==> src/sv/ase_pkg.sv <==
// Shared types, constants and helpers of the approximate substring matcher.
package ase_pkg;

    localparam int ASE_QUERY_MAX = 64;
    localparam int ASE_TEXT_MAX  = 4096;

    localparam int CH_W   = 8;
    localparam int MAXD_W = 7;
    localparam int DIST_W = 13;

    localparam logic [MAXD_W-1:0] MAXD_RESET = 7'd2;

    localparam logic MODE_QUERY = 1'b0;
    localparam logic MODE_TEXT  = 1'b1;

    // control that travels with each text character down the cell row
    typedef struct packed {
        logic            valid;
        logic            proc;   // character is within the text capacity
        logic            last;   // final character of the text
        logic [CH_W-1:0] ch;     // case-folded character
    } t_tok;

    // query load and column clear, broadcast to every cell
    typedef struct packed {
        logic            we;
        logic            clr;
        logic [CH_W-1:0] ch;
    } t_ld;

    function automatic logic [CH_W-1:0] fold_case(input logic [CH_W-1:0] c);
        logic [CH_W-1:0] r;
        r = c;
        if (c >= 8'h41 && c <= 8'h5A) begin
            r = c + 8'h20;
        end
        return r;
    endfunction

endpackage

==> src/sv/ase_cell.sv <==
// One query cell: holds a query character and its distance row entry.
module ase_cell #(
    parameter int QUERY_MAX = ase_pkg::ASE_QUERY_MAX,
    parameter int INDEX     = 1,
    localparam int LW       = $clog2(QUERY_MAX + 1)
) (
    input  logic            i_clk,
    input  logic            i_rst_n,
    input  logic            i_stall,
    input  ase_pkg::t_ld    i_ld,
    input  logic [LW-1:0]   i_ld_idx,
    input  logic [LW-1:0]   i_qlen,
    input  ase_pkg::t_tok   i_tok,
    input  logic [LW-1:0]   i_up,
    input  logic [LW-1:0]   i_diag,
    input  logic [LW-1:0]   i_row,
    output ase_pkg::t_tok   o_tok,
    output logic [LW-1:0]   o_up,
    output logic [LW-1:0]   o_diag,
    output logic [LW-1:0]   o_row
);
    import ase_pkg::*;

    localparam logic [LW-1:0] IDX    = LW'(INDEX);
    localparam logic [LW-1:0] IDX_M1 = LW'(INDEX - 1);

    logic [CH_W-1:0] r_q;
    logic [LW-1:0]   r_d, n_d;
    t_tok            r_tok;
    logic [LW-1:0]   r_up, r_diag, r_row;
    logic [LW-1:0]   w_min, w_v;

    always_comb begin
        w_min = (i_up < r_d) ? i_up : r_d;
        w_min = (i_diag < w_min) ? i_diag : w_min;
        w_v   = (r_q == i_tok.ch) ? i_diag : w_min + LW'(1);

        n_d = r_d;
        if (i_ld.clr) begin
            n_d = IDX;
        end else if (!i_stall && i_tok.valid) begin
            if (i_tok.last) begin
                n_d = IDX;
            end else if (i_tok.proc) begin
                n_d = w_v;
            end
        end
    end

    always_ff @(posedge i_clk) begin
        if (!i_rst_n) begin
            r_d   <= IDX;
            r_tok <= '0;
        end else begin
            r_d <= n_d;
            if (!i_stall) begin
                r_tok <= i_tok;
            end
        end
    end

    always_ff @(posedge i_clk) begin
        if (i_ld.we && i_ld_idx == IDX_M1) begin
            r_q <= i_ld.ch;
        end
        if (!i_stall) begin
            r_up   <= w_v;
            r_diag <= r_d;
            r_row  <= (i_qlen == IDX) ? w_v : i_row;
        end
    end

    assign o_tok  = r_tok;
    assign o_up   = r_up;
    assign o_diag = r_diag;
    assign o_row  = r_row;

endmodule

==> config.mk <==
export PLATFORM = sky130hd
export DESIGN_NAME = ase_cell
export DESIGN_NICKNAME = d
export VERILOG_FILES = /design/src/sv/ase_pkg.sv /design/src/sv/ase_cell.sv
export SDC_FILE = /design/constraint.sdc
export NUM_CORES = 1
export LEC_CHECK = 0
export BUFFER_PORTS_ARGS = -buffer_cell sky130_fd_sc_hd__buf_2
export CORE_UTILIZATION = 50
export CTS_BUF_LIST = sky130_fd_sc_hd__clkbuf_4 sky130_fd_sc_hd__clkbuf_8 sky130_fd_sc_hd__clkbuf_16
export DETAILED_ROUTE_END_ITERATION = 8
export PLACE_DENSITY = 0.86
export SLEW_MARGIN = 10
export SYNTH_ARGS = -nofsm -noshare
export SYNTH_HDL_FRONTEND = slang
export SYNTH_SLANG_ARGS = --single-unit
==> constraint.sdc <==
create_clock -name i_clk -period 6.33 [get_ports i_clk]
set_input_delay 0.9495 -clock i_clk [delete_from_list [all_inputs] [get_ports i_clk]]
set_output_delay 0.9495 -clock i_clk [all_outputs]
set_load 0.05 [all_outputs]
==> summary.md <==
| Metric | Value |
|---|---|
| Status | finished clean |
| Detail-routed net length per standard cell | 14.38 µm |
| Reg2Reg Depth | 20 |
| Top cell by count, worst path | ha_1 |
| Worst hold start | r_d[4] |
| Setup violators final | 0 |
| Area grow syn2layout | 22.95% |
| Slowest cell on crit path | o221a_2 |
| Cell Rows | 25 |
| Setup Fix Bufs, Post-CTS | 0 |
| WP data required | 6390 ps |
| DR vias | 2094 |
| Unrepaired setup endpoints after global routing | false |
| Fillcell total | 397 |
| Final Util | 65.12% |
| Setup ws final | 1019 ps |
| Synth warnings | 0 |
| Lkg Pwr | ~0.0013 µW |
| Die Area | 0.005392 mm² |
| Post-synthesis sequential area ratio | between 40% and 50% |
| Final hold vios | 0 |
| DRT met1 WL | 2205 µm |
| Antenna cells | 0 |
| Crit share post-route | 83.90% |
| CTS sink count | 47 |
| CTS Buf Count | 5 |
| CTS clk-pin slew, worst paths | 90 ps |
| Slew Limit Fails | 0 |
| Clock Latency Late Sink | 300 ps |
| Fmax | between 150 and 200 MHz |
| Met2 Wirelength | 2928 µm |
| Setup TNS | 0 ps |
| Reg-to-reg slack, setup | approximately 1200 ps |
| Mapped Area | 0.002551 mm² |
| Syn_nets | 303 |
| Routed WL | 5607 µm |
| Worst IR drop on VDD | 0.0001187 V |
| Initial DRC Count | 115 |
| Layout Skew | just under 8 ps |
| Grt total ovfl | 0 |
| Cells after Synth | around 230 |
| Placement Setup Slack | 772.5 ps |
| Number of port buffers | 90 |
| CTS tree | yes |
| Power Density | 224.3 mW/mm² |
| Avg Vias per Cell | approximately 5.4 |
| Largest net degree at the start of global routing | 23 |
| Mean Syn Cell Area | roughly 11 µm² |
| Nets | a little under 400 |
| Reg2reg end | o_row[6] |
| H-Tree Depth | 2 |
| Chip width | 73.43 µm |
| Routability congestion estimate | ~0.86 |
| Post-route DRC violation count | 0 |
| Die height | 73.43 µm |
| CP max stage delay | between 400 and 500 ps |
| Post-layout min period | 5311 ps |
| Clock Path Buffers | 2 |
| Drt pass-1 iters | 4 |
| Worst Path Max Fanout | 22 |
| CP Launch Type | input pin |
| Max transition margin | 40.39% |
| Post-CTS Hold Fix Bufs | 0 |
| Yosys cell types | 43 |
| Hold Path Depth | 0 |
| WP data arrival | around 5400 ps |
| Starting Density | 52.96% |
| Hold slack | 505.7 ps |
| DRT antenna net count | 0 |
| CP endpoint kind | register |
| Hpwl dp | 4504 µm |
| Post-synth EDFFs | 29 |
| Reg-to-reg startpoint | r_d[2] |
| MaxCap Viol Count | 0 |
| Initial antenna violation count | 0 |
| Flops & latches, synth | 47 |
| Post-synth ARST share | 0% |
| Root buf cell | clkbuf_8 |
| CP Cell Sequence | buf_2, ha_1, a21o_1, a31oi_1, o221a_2, nor2_1, a21oi_1, ha_1, a221oi_1, nor3_1, mux2i_1, nand2_1, mux2i_4, ha_1, and3_1, nand3_1, or3_1, a21oi_1, a221o_1, mux2_2 |
| IO Count | 91 |
| Setup CP Type | input pin to register |
| Core ar. | 0.004817 mm² |
| First-pass GRT wire length | 9301 µm |
| Main synth FF type | edfxtp_1 |
| Hold Path End | o_diag[4] |
| Number of global-route vias before repair | 2076 |
| Hold Crit Class | register to register |
| Share of layout cells above drive strength 1 | 34.06% |
| Detail Route met3 WL | 417 µm |
| Post-CTS sizing | 0 |
| Tightest Pin Transition | 890.9 ps |
| Global Route Usage Sum | 22.56% |
| Top Metal Used | met4 |
## worst max-delay path by stage
stage | from | to | slack (ps)
after floorplan | i_up[2] | o_row[4] | 1080
after global placement | i_up[2] | o_row[4] | 950
after detailed placement | i_up[2] | o_row[4] | 770
after CTS | i_up[2] | o_row[6] | 1070
after global routing | i_up[2] | o_row[6] | 670
final | i_up[2] | o_row[6] | 1020
## cell families (layout without fill, tap and decap cells)
family | count (synthesis) | count (layout) | synth area share (%)
AND/OR/NAND/NOR | 68 | 68 | 14.17
buffers and inverters | 21 | 112 | 3.433
multiplexers | 26 | 26 | 11.18
adder cells (fa/ha/maj) | 12 | 12 | 5.885
flip-flops | 47 | 47 | 48.26
XOR/XNOR | 16 | 16 | 5.493
AO/OA/AOI/OAI | 42 | 42 | 11.57
## per-stage QoR
stage	power, µW	instances	instance area (µm²)
final	703.7	390	3137
after global routing	737.4	390	3137
after CTS	707.5	390	3137
after detailed placement	534.9	382	3050
after global placement	530.2	382	3050
after floorplan	483.1	232	2551
## worst max-delay path: cells and delay by family
family,cells,cell delay (ps)
AOI/OAI and AO/OA,7,1640
adders and majority gates,3,870
buffers and inverters,1,130
muxes,3,770
and+or+nand+nor,6,970
## metal layers
metal  global-route usage (%)  up-vias
met5                        0        -
met4                    6.624        0
met3                    6.584        9
met2                    41.15       86
met1                    25.44      968
li1                         -     1031
## synthesized netlist by cell type (2+ instances only)
| library cell | count | area share [%] |
|---|---|---|
| xnor2_1 | 13 | 4.5 |
| mux2i_1 | 15 | 5.9 |
| and3_1 | 3 | 0.74 |
| a2bb2oi_1 | 3 | 1.0 |
| dfxtp_1 | 18 | 14 |
| ha_1 | 12 | 5.9 |
| nand2_1 | 8 | 1.2 |
| or3_1 | 2 | 0.49 |
| a211oi_1 | 3 | 0.88 |
| o21ai_0 | 3 | 0.59 |
| nand2b_1 | 3 | 0.74 |
| nand3_1 | 10 | 2.0 |
| clkbuf_1 | 4 | 0.59 |
| o22ai_1 | 2 | 0.49 |
| nor3_1 | 2 | 0.39 |
| a22o_1 | 5 | 1.7 |
| nor4_1 | 2 | 0.49 |
| nand4_1 | 4 | 0.98 |
| edfxtp_1 | 29 | 34 |
| a21o_1 | 3 | 0.88 |
| nor2b_1 | 14 | 3.4 |
| xor2_1 | 3 | 1.0 |
| a221o_1 | 2 | 0.78 |
| inv_1 | 14 | 2.1 |
| nor2_1 | 15 | 2.2 |
| a21oi_1 | 14 | 2.7 |
| mux2_2 | 10 | 4.4 |
## state kept, by name (all words and copies together), names as in the netlist
register / count
o_tok: 11
r_q: 8
o_diag: 7
o_row: 7
o_up: 7
r_d: 7
## cells in the final DEF, fill, tap and decap left out, types with 8 or more instances in the layout
cell type  synthesis  final
xnor2_1           13     13
inv_1             14     14
dfxtp_1           18     18
nor2b_1           14     14
nand3_1           10     10
mux2i_1           15     15
a21oi_1           14     14
nand2_1            8      8
mux2_2            10     10
nor2_1            15     15
ha_1              12     12
buf_2              1     90
edfxtp_1          29     29
## power breakdown
part,internal (µW),total [µW],switching (µW)
sequential,343,349,5.32
clock,77.2,176,98.8
combinational,61.4,179,118
total,482,704,222
## layout make-up
cell class,count,area (µm²),area share [%]
Multi-Input combinational cell,164,1232,39.29
Sequential cell,47,1231,39.25
Tap cell,67,83.83,2.673
Timing Repair Buffer,90,450.4,14.36
Inverter,14,52.55,1.675
Clock buffer,5,68.82,2.194
Clock inverter,3,17.52,0.5584
No activity file was read; power rests on OpenSTA's default activity.
