$ cat config.mk
export PLATFORM = sky130hd
export DESIGN_NAME = ase_tail
export DESIGN_NICKNAME = d
export VERILOG_FILES = /design/src/sv/ase_pkg.sv /design/src/sv/ase_tail.sv
export SDC_FILE = /design/constraint.sdc
export NUM_CORES = 1
export LEC_CHECK = 0
export BUFFER_PORTS_ARGS = -buffer_cell sky130_fd_sc_hd__buf_2
export CAP_MARGIN = 20
export CORE_MARGIN = 2
export CORE_UTILIZATION = 43
export DETAILED_ROUTE_END_ITERATION = 6
export HOLD_SLACK_MARGIN = 0.15
export PLACE_DENSITY = 0.66
export SLEW_MARGIN = 10
export SYNTH_ARGS = -nofsm -noshare
export SYNTH_HDL_FRONTEND = slang
export SYNTH_SLANG_ARGS = --single-unit
export TNS_END_PERCENT = 100
$ cat constraint.sdc
create_clock -name i_clk -period 6.29 [get_ports i_clk]
set_input_delay 0.629 -clock i_clk [delete_from_list [all_inputs] [get_ports i_clk]]
set_output_delay 0.629 -clock i_clk [all_outputs]
set_load 0.1 [all_outputs]
$ cat src/sv/ase_pkg.sv
// Shared types, constants and helpers of the approximate substring matcher.
package ase_pkg;

    localparam int ASE_QUERY_MAX = 64;
    localparam int ASE_TEXT_MAX  = 4096;

    localparam int CH_W   = 8;
    localparam int MAXD_W = 7;
    localparam int DIST_W = 13;

    localparam logic [MAXD_W-1:0] MAXD_RESET = 7'd2;

    localparam logic MODE_QUERY = 1'b0;
    localparam logic MODE_TEXT  = 1'b1;

    // control that travels with each text character down the cell row
    typedef struct packed {
        logic            valid;
        logic            proc;   // character is within the text capacity
        logic            last;   // final character of the text
        logic [CH_W-1:0] ch;     // case-folded character
    } t_tok;

    // query load and column clear, broadcast to every cell
    typedef struct packed {
        logic            we;
        logic            clr;
        logic [CH_W-1:0] ch;
    } t_ld;

    function automatic logic [CH_W-1:0] fold_case(input logic [CH_W-1:0] c);
        logic [CH_W-1:0] r;
        r = c;
        if (c >= 8'h41 && c <= 8'h5A) begin
            r = c + 8'h20;
        end
        return r;
    endfunction

endpackage

$ cat src/sv/ase_tail.sv
// Result stage: running minimum of the last query row and the output register.
module ase_tail #(
    parameter int QUERY_MAX = ase_pkg::ASE_QUERY_MAX,
    parameter int TEXT_MAX  = ase_pkg::ASE_TEXT_MAX,
    localparam int LW       = $clog2(QUERY_MAX + 1),
    localparam int CW       = $clog2(TEXT_MAX + 1)
) (
    input  logic                       i_clk,
    input  logic                       i_rst_n,
    input  logic                       i_clr,
    input  ase_pkg::t_tok              i_tok,
    input  logic [LW-1:0]              i_row,
    input  logic [LW-1:0]              i_qlen,
    input  logic [ase_pkg::MAXD_W-1:0] i_max_dist,
    input  logic                       i_out_ready,
    output logic                       o_stall,
    output logic                       o_out_valid,
    output logic [ase_pkg::DIST_W-1:0] o_distance,
    output logic                       o_found
);
    import ase_pkg::*;

    localparam int XW0 = (CW > LW) ? CW : LW;
    localparam int XW1 = (XW0 > MAXD_W) ? XW0 : MAXD_W;
    localparam int XW  = (XW1 > DIST_W) ? XW1 : DIST_W;

    logic [CW-1:0]     r_cnt, n_cnt;
    logic [LW-1:0]     r_best, n_best;
    logic              r_none, n_none;
    logic              r_out_valid, n_out_valid;
    logic [DIST_W-1:0] r_dist, n_dist;
    logic              r_found, n_found;
    logic [XW-1:0]     w_dist;
    logic              w_ok;

    assign o_stall = r_out_valid && !i_out_ready;

    always_comb begin
        n_cnt       = r_cnt;
        n_best      = r_best;
        n_none      = r_none;
        n_out_valid = r_out_valid && !i_out_ready;
        n_dist      = r_dist;
        n_found     = r_found;
        w_dist      = '0;
        w_ok        = 1'b0;

        if (i_clr) begin
            n_cnt  = '0;
            n_none = 1'b1;
        end else if (!o_stall && i_tok.valid) begin
            if (i_tok.proc) begin
                n_cnt = r_cnt + CW'(1);
                if (i_qlen != '0 && (r_none || i_row < r_best)) begin
                    n_best = i_row;
                    n_none = 1'b0;
                end
            end
            if (i_tok.last) begin
                if (i_qlen == '0) begin
                    w_dist = XW'(n_cnt);
                    w_ok   = 1'b1;
                end else begin
                    w_dist = XW'(n_best);
                    w_ok   = !n_none;
                end
                w_ok        = w_ok && (w_dist <= XW'(i_max_dist));
                n_out_valid = 1'b1;
                n_found     = w_ok;
                n_dist      = w_ok ? w_dist[DIST_W-1:0] : '0;
                n_cnt       = '0;
                n_none      = 1'b1;
            end
        end
    end

    always_ff @(posedge i_clk) begin
        if (!i_rst_n) begin
            r_cnt       <= '0;
            r_none      <= 1'b1;
            r_out_valid <= 1'b0;
        end else begin
            r_cnt       <= n_cnt;
            r_none      <= n_none;
            r_out_valid <= n_out_valid;
        end
    end

    always_ff @(posedge i_clk) begin
        r_best  <= n_best;
        r_dist  <= n_dist;
        r_found <= n_found;
    end

    assign o_out_valid = r_out_valid;
    assign o_distance  = r_dist;
    assign o_found     = r_found;

endmodule

==> summary.txt <==
Clocking
  • Postcts setup bufs: 0
  • CTS max path bufs: 2
  • Post-cts resize count: 0
  • CTS H-tree lvls: 2
  • # hold bufs at CTS: 0
  • Worst-path clk slew: 0.07 ns
  • CTS tree: done
  • Skew-Pair Late Insertion Delay: 0.29 ns
  • Root Buffer: clkbuf_8
  • Number of CTS-inserted buffers: 5
  • # clock sinks: 36

Power
  • Final Power: 0.000510 W
  • Flop pwr share: 50.9%
  • Comb power frac: 18.0%
  • Pint: 0.000362 W
  • Leakage power: 1.06 nW
  • Sw power: 0.000148 W
  • Sw Ratio: 29.1%
  • Worst VDD drop: 0.107 mV
  • Clock power share: 31.1%
  • Pwr dens: 194 nW/um^2

Floorplanning
  • Initial Util: 44.3%
  • Die Wd: 76.3 microns
  • Die area: 5820 sq um
  • Die H: 76.3 microns
  • CORE AREA: 5070 sq um
  • FP Rows: 26
  • I/O Pins: 52

GRT
  • Largest net degree at the start of global routing: 20
  • First-pass GRT wire length: 8080 microns
  • Grt total ovfl: 0
  • Vias in the first global route: 1764
  • GRT Total Usage: 17.4%
  • Initial antenna violation count: 0

Logic synthesis
  • Ys flop type: edfxtp_1
  • Post-synth top area cell: edfxtp_1
  • Synth warn: 0
  • Synthesized instance count: 241
  • Largest cells by area after synthesis: edfxtp_1 28%, dfxtp_1 13%, ha_1 7.8%
  • Synth Cell Area: 2250 sq um
  • Syn Area/Cell: 9.32 sq um
  • Yosys top cell area share: 28.1%
  • FF+latch count, synth: 36
  • EDFF count, synth: 21
  • Async SR Flop Fraction: 0%
  • Synth cell types: 52
  • Sequential area share after synthesis: 41.4%

Timing
  • Fmax: 0.280 GHz
  • Slew Viols, Final: 0
  • Setup violations, final: 0
  • Worst clock skew: 0.00449 ns
  • Worst-Margin Slew: 0.642 ns
  • Fin crit share: 56.7%
  • Final hold violations: 0
  • Setup TNS: 0 ns
  • Crit path time final: 3.57 ns
  • Slew HR: 57.1%
  • RSZ-0062 raised after global routing: false

Worst setup path
  • Reg2reg setup slack: 2.75 ns
  • RR Startpoint: r_best[4]$_DFFE_PP_
  • Worst reg-to-reg path cell count: 14
  • Critical path arrival: 3.67 ns
  • CP Capture Point: o_distance[1]$_SDFFCE_PN0P_
  • Crit path kind: in -> reg
  • Crit Path Max Fanout: 8
  • Startpoint Class: input port
  • Reg2reg end: o_distance[1]$_SDFFCE_PN0P_
  • CP Launch Point: i_row[4]
  • Largest stage delay, worst path: 0.38 ns
  • Crit path cell chain: buf_2 -> ha_1 -> a211o_1 -> o211ai_1 -> o311a_1 -> o21a_1 -> mux2i_1 -> a21oi_1 -> ha_1 -> nand3_1 -> a21oi_1 -> o21bai_1 -> nand4_2 -> a311oi_1
  • Slowest cell on crit path: mux2i_1
  • Critical Path RT: 6.39 ns
  • Critical Path End Type: flip-flop

Hold path
  • Type of the worst min-delay path: reg -> reg
  • Min-delay src: r_none$_SDFFE_PP1P_

Route
  • DRC viols: 0
  • Avg WL per Cell: 13.5 microns
  • Final WL: 4860 microns
  • 1st-iter DRT viols: 86
  • Drt pass-1 iters: 4
  • Number of vias per cell: 5.26
  • DRT antenna net count: 0
  • Total number of vias: 1887

Cells and area
  • Proportion of layout cells with a drive suffix above 1: 21.8%
  • # diodes: 0
  • Final #Nets: 338
  • Area grow syn2layout: 16.8%

Status
  • Outcome: complete, no violations

Flow run
  • Max-cap violation count: 0

Place
  • Final RePlAce weighted congestion: 0.839
  • DP Wirelength: 3640 microns
  • I/O Buffers: 43
[registers in the layout (all words and copies together), names as in the netlist]
signal	flops
o_found	1
r_cnt	13
o_out_valid	1
o_distance	13
r_none	1
r_best	7
[worst min-delay path by stage]
stage                     slack [ns]  depth (start not counted)                endpoint
after floorplan                 0.46                          2     r_none$_SDFFE_PP1P_
after global placement          0.49                          2  r_cnt[11]$_SDFFE_PP0P_
after detailed placement        0.49                          2  r_cnt[11]$_SDFFE_PP0P_
after CTS                       0.50                          2  r_cnt[11]$_SDFFE_PP0P_
after global routing            0.52                          2  r_cnt[11]$_SDFFE_PP0P_
final                           0.51                          2     r_none$_SDFFE_PP1P_
[worst max-delay path: cells and delay by family]
kind	cells	cell delay, ns
adders and majority gates	2	0.61
muxes	1	0.38
and+or+nand+nor	2	0.38
buffers and inverters	1	0.11
AOI/OAI and AO/OA	8	1.54
[synth_stat cells, types with 3 or more instances]
master	instances
nand3_1	6
a311oi_1	4
nor3_1	5
nor2_1	20
inv_1	18
ha_1	14
mux2_1	7
nand4_1	5
clkbuf_1	5
o21ai_1	5
a211oi_1	3
xor2_1	3
a31oi_1	5
nand2_1	21
a21oi_1	22
o21ai_0	7
nand2b_1	3
xnor2_1	4
edfxtp_1	21
buf_2	4
dfxtp_1	15
or3_1	3
[cell usage in the layout (no fill, tap or decap), drive strengths merged, types with 5 or more instances in the layout]
cell type,count
mux2,7
nand4,7
a31oi,5
nor3,6
conb,6
clkbuf,5
dfxtp,15
edfxtp,21
nand2,22
o21ai,12
nand3,7
ha,14
inv,19
buf,44
nor2,22
a21oi,22
[through the flow]
stage / instance area, sq um / utilization [%] / cells / hold slack (ns) / worst slack, ns
3_3_place_gp: 2530 / 49.9 / 350 / 0.485 / 2.45
4_1_cts: 2620 / 51.6 / 358 / 0.502 / 2.71
2_1_floorplan: 2260 / - / 246 / 0.458 / 3.04
5_1_grt: 2620 / 51.7 / 359 / 0.522 / 2.48
3_5_place_dp: 2530 / 49.9 / 350 / 0.491 / 2.38
6_report: 2620 / 51.7 / 359 / 0.506 / 2.72
[cell type report]
cell class	count	area [sq um]
Inverter	19	71.3
Fill cell	497	2450
Timing Repair Buffer	44	223
Sequential cell	36	931
Clock buffer	5	68.8
Tap cell	70	87.6
Clock inverter	3	13.8
Multi-Input combinational cell	182	1230
[routing by layer]
layer	GRT usage, %	part of all wire, %
met3	3.55	5.4
met1	23.9	48
met5	0	0
met4	5.45	1.3
met2	27.6	46
[cell families after synthesis]
| group | Yosys count | synth area share (%) |
|---|---|---|
| simple gates | 84 | 21.1 |
| fa+ha+maj | 14 | 7.80 |
| flops | 36 | 41.4 |
| xor+xnor | 7 | 2.73 |
| buf+inv | 28 | 4.90 |
| other cells | 1 | 0.167 |
| mux | 9 | 4.40 |
| compound gates | 62 | 17.5 |
[power groups by stage]
| stage | sequential, W | clock, W | combinational (W) |
|---|---|---|---|
| after floorplan | 0.000285 | 0 | 0.0000467 |
| after global placement | 0.000265 | 0 | 0.0000906 |
| after detailed placement | 0.000265 | 0 | 0.0000920 |
| after CTS | 0.000259 | 0.000164 | 0.0000923 |
| after global routing | 0.000260 | 0.000171 | 0.000102 |
| final | 0.000259 | 0.000159 | 0.0000919 |
(Power assumes the default switching activity.)
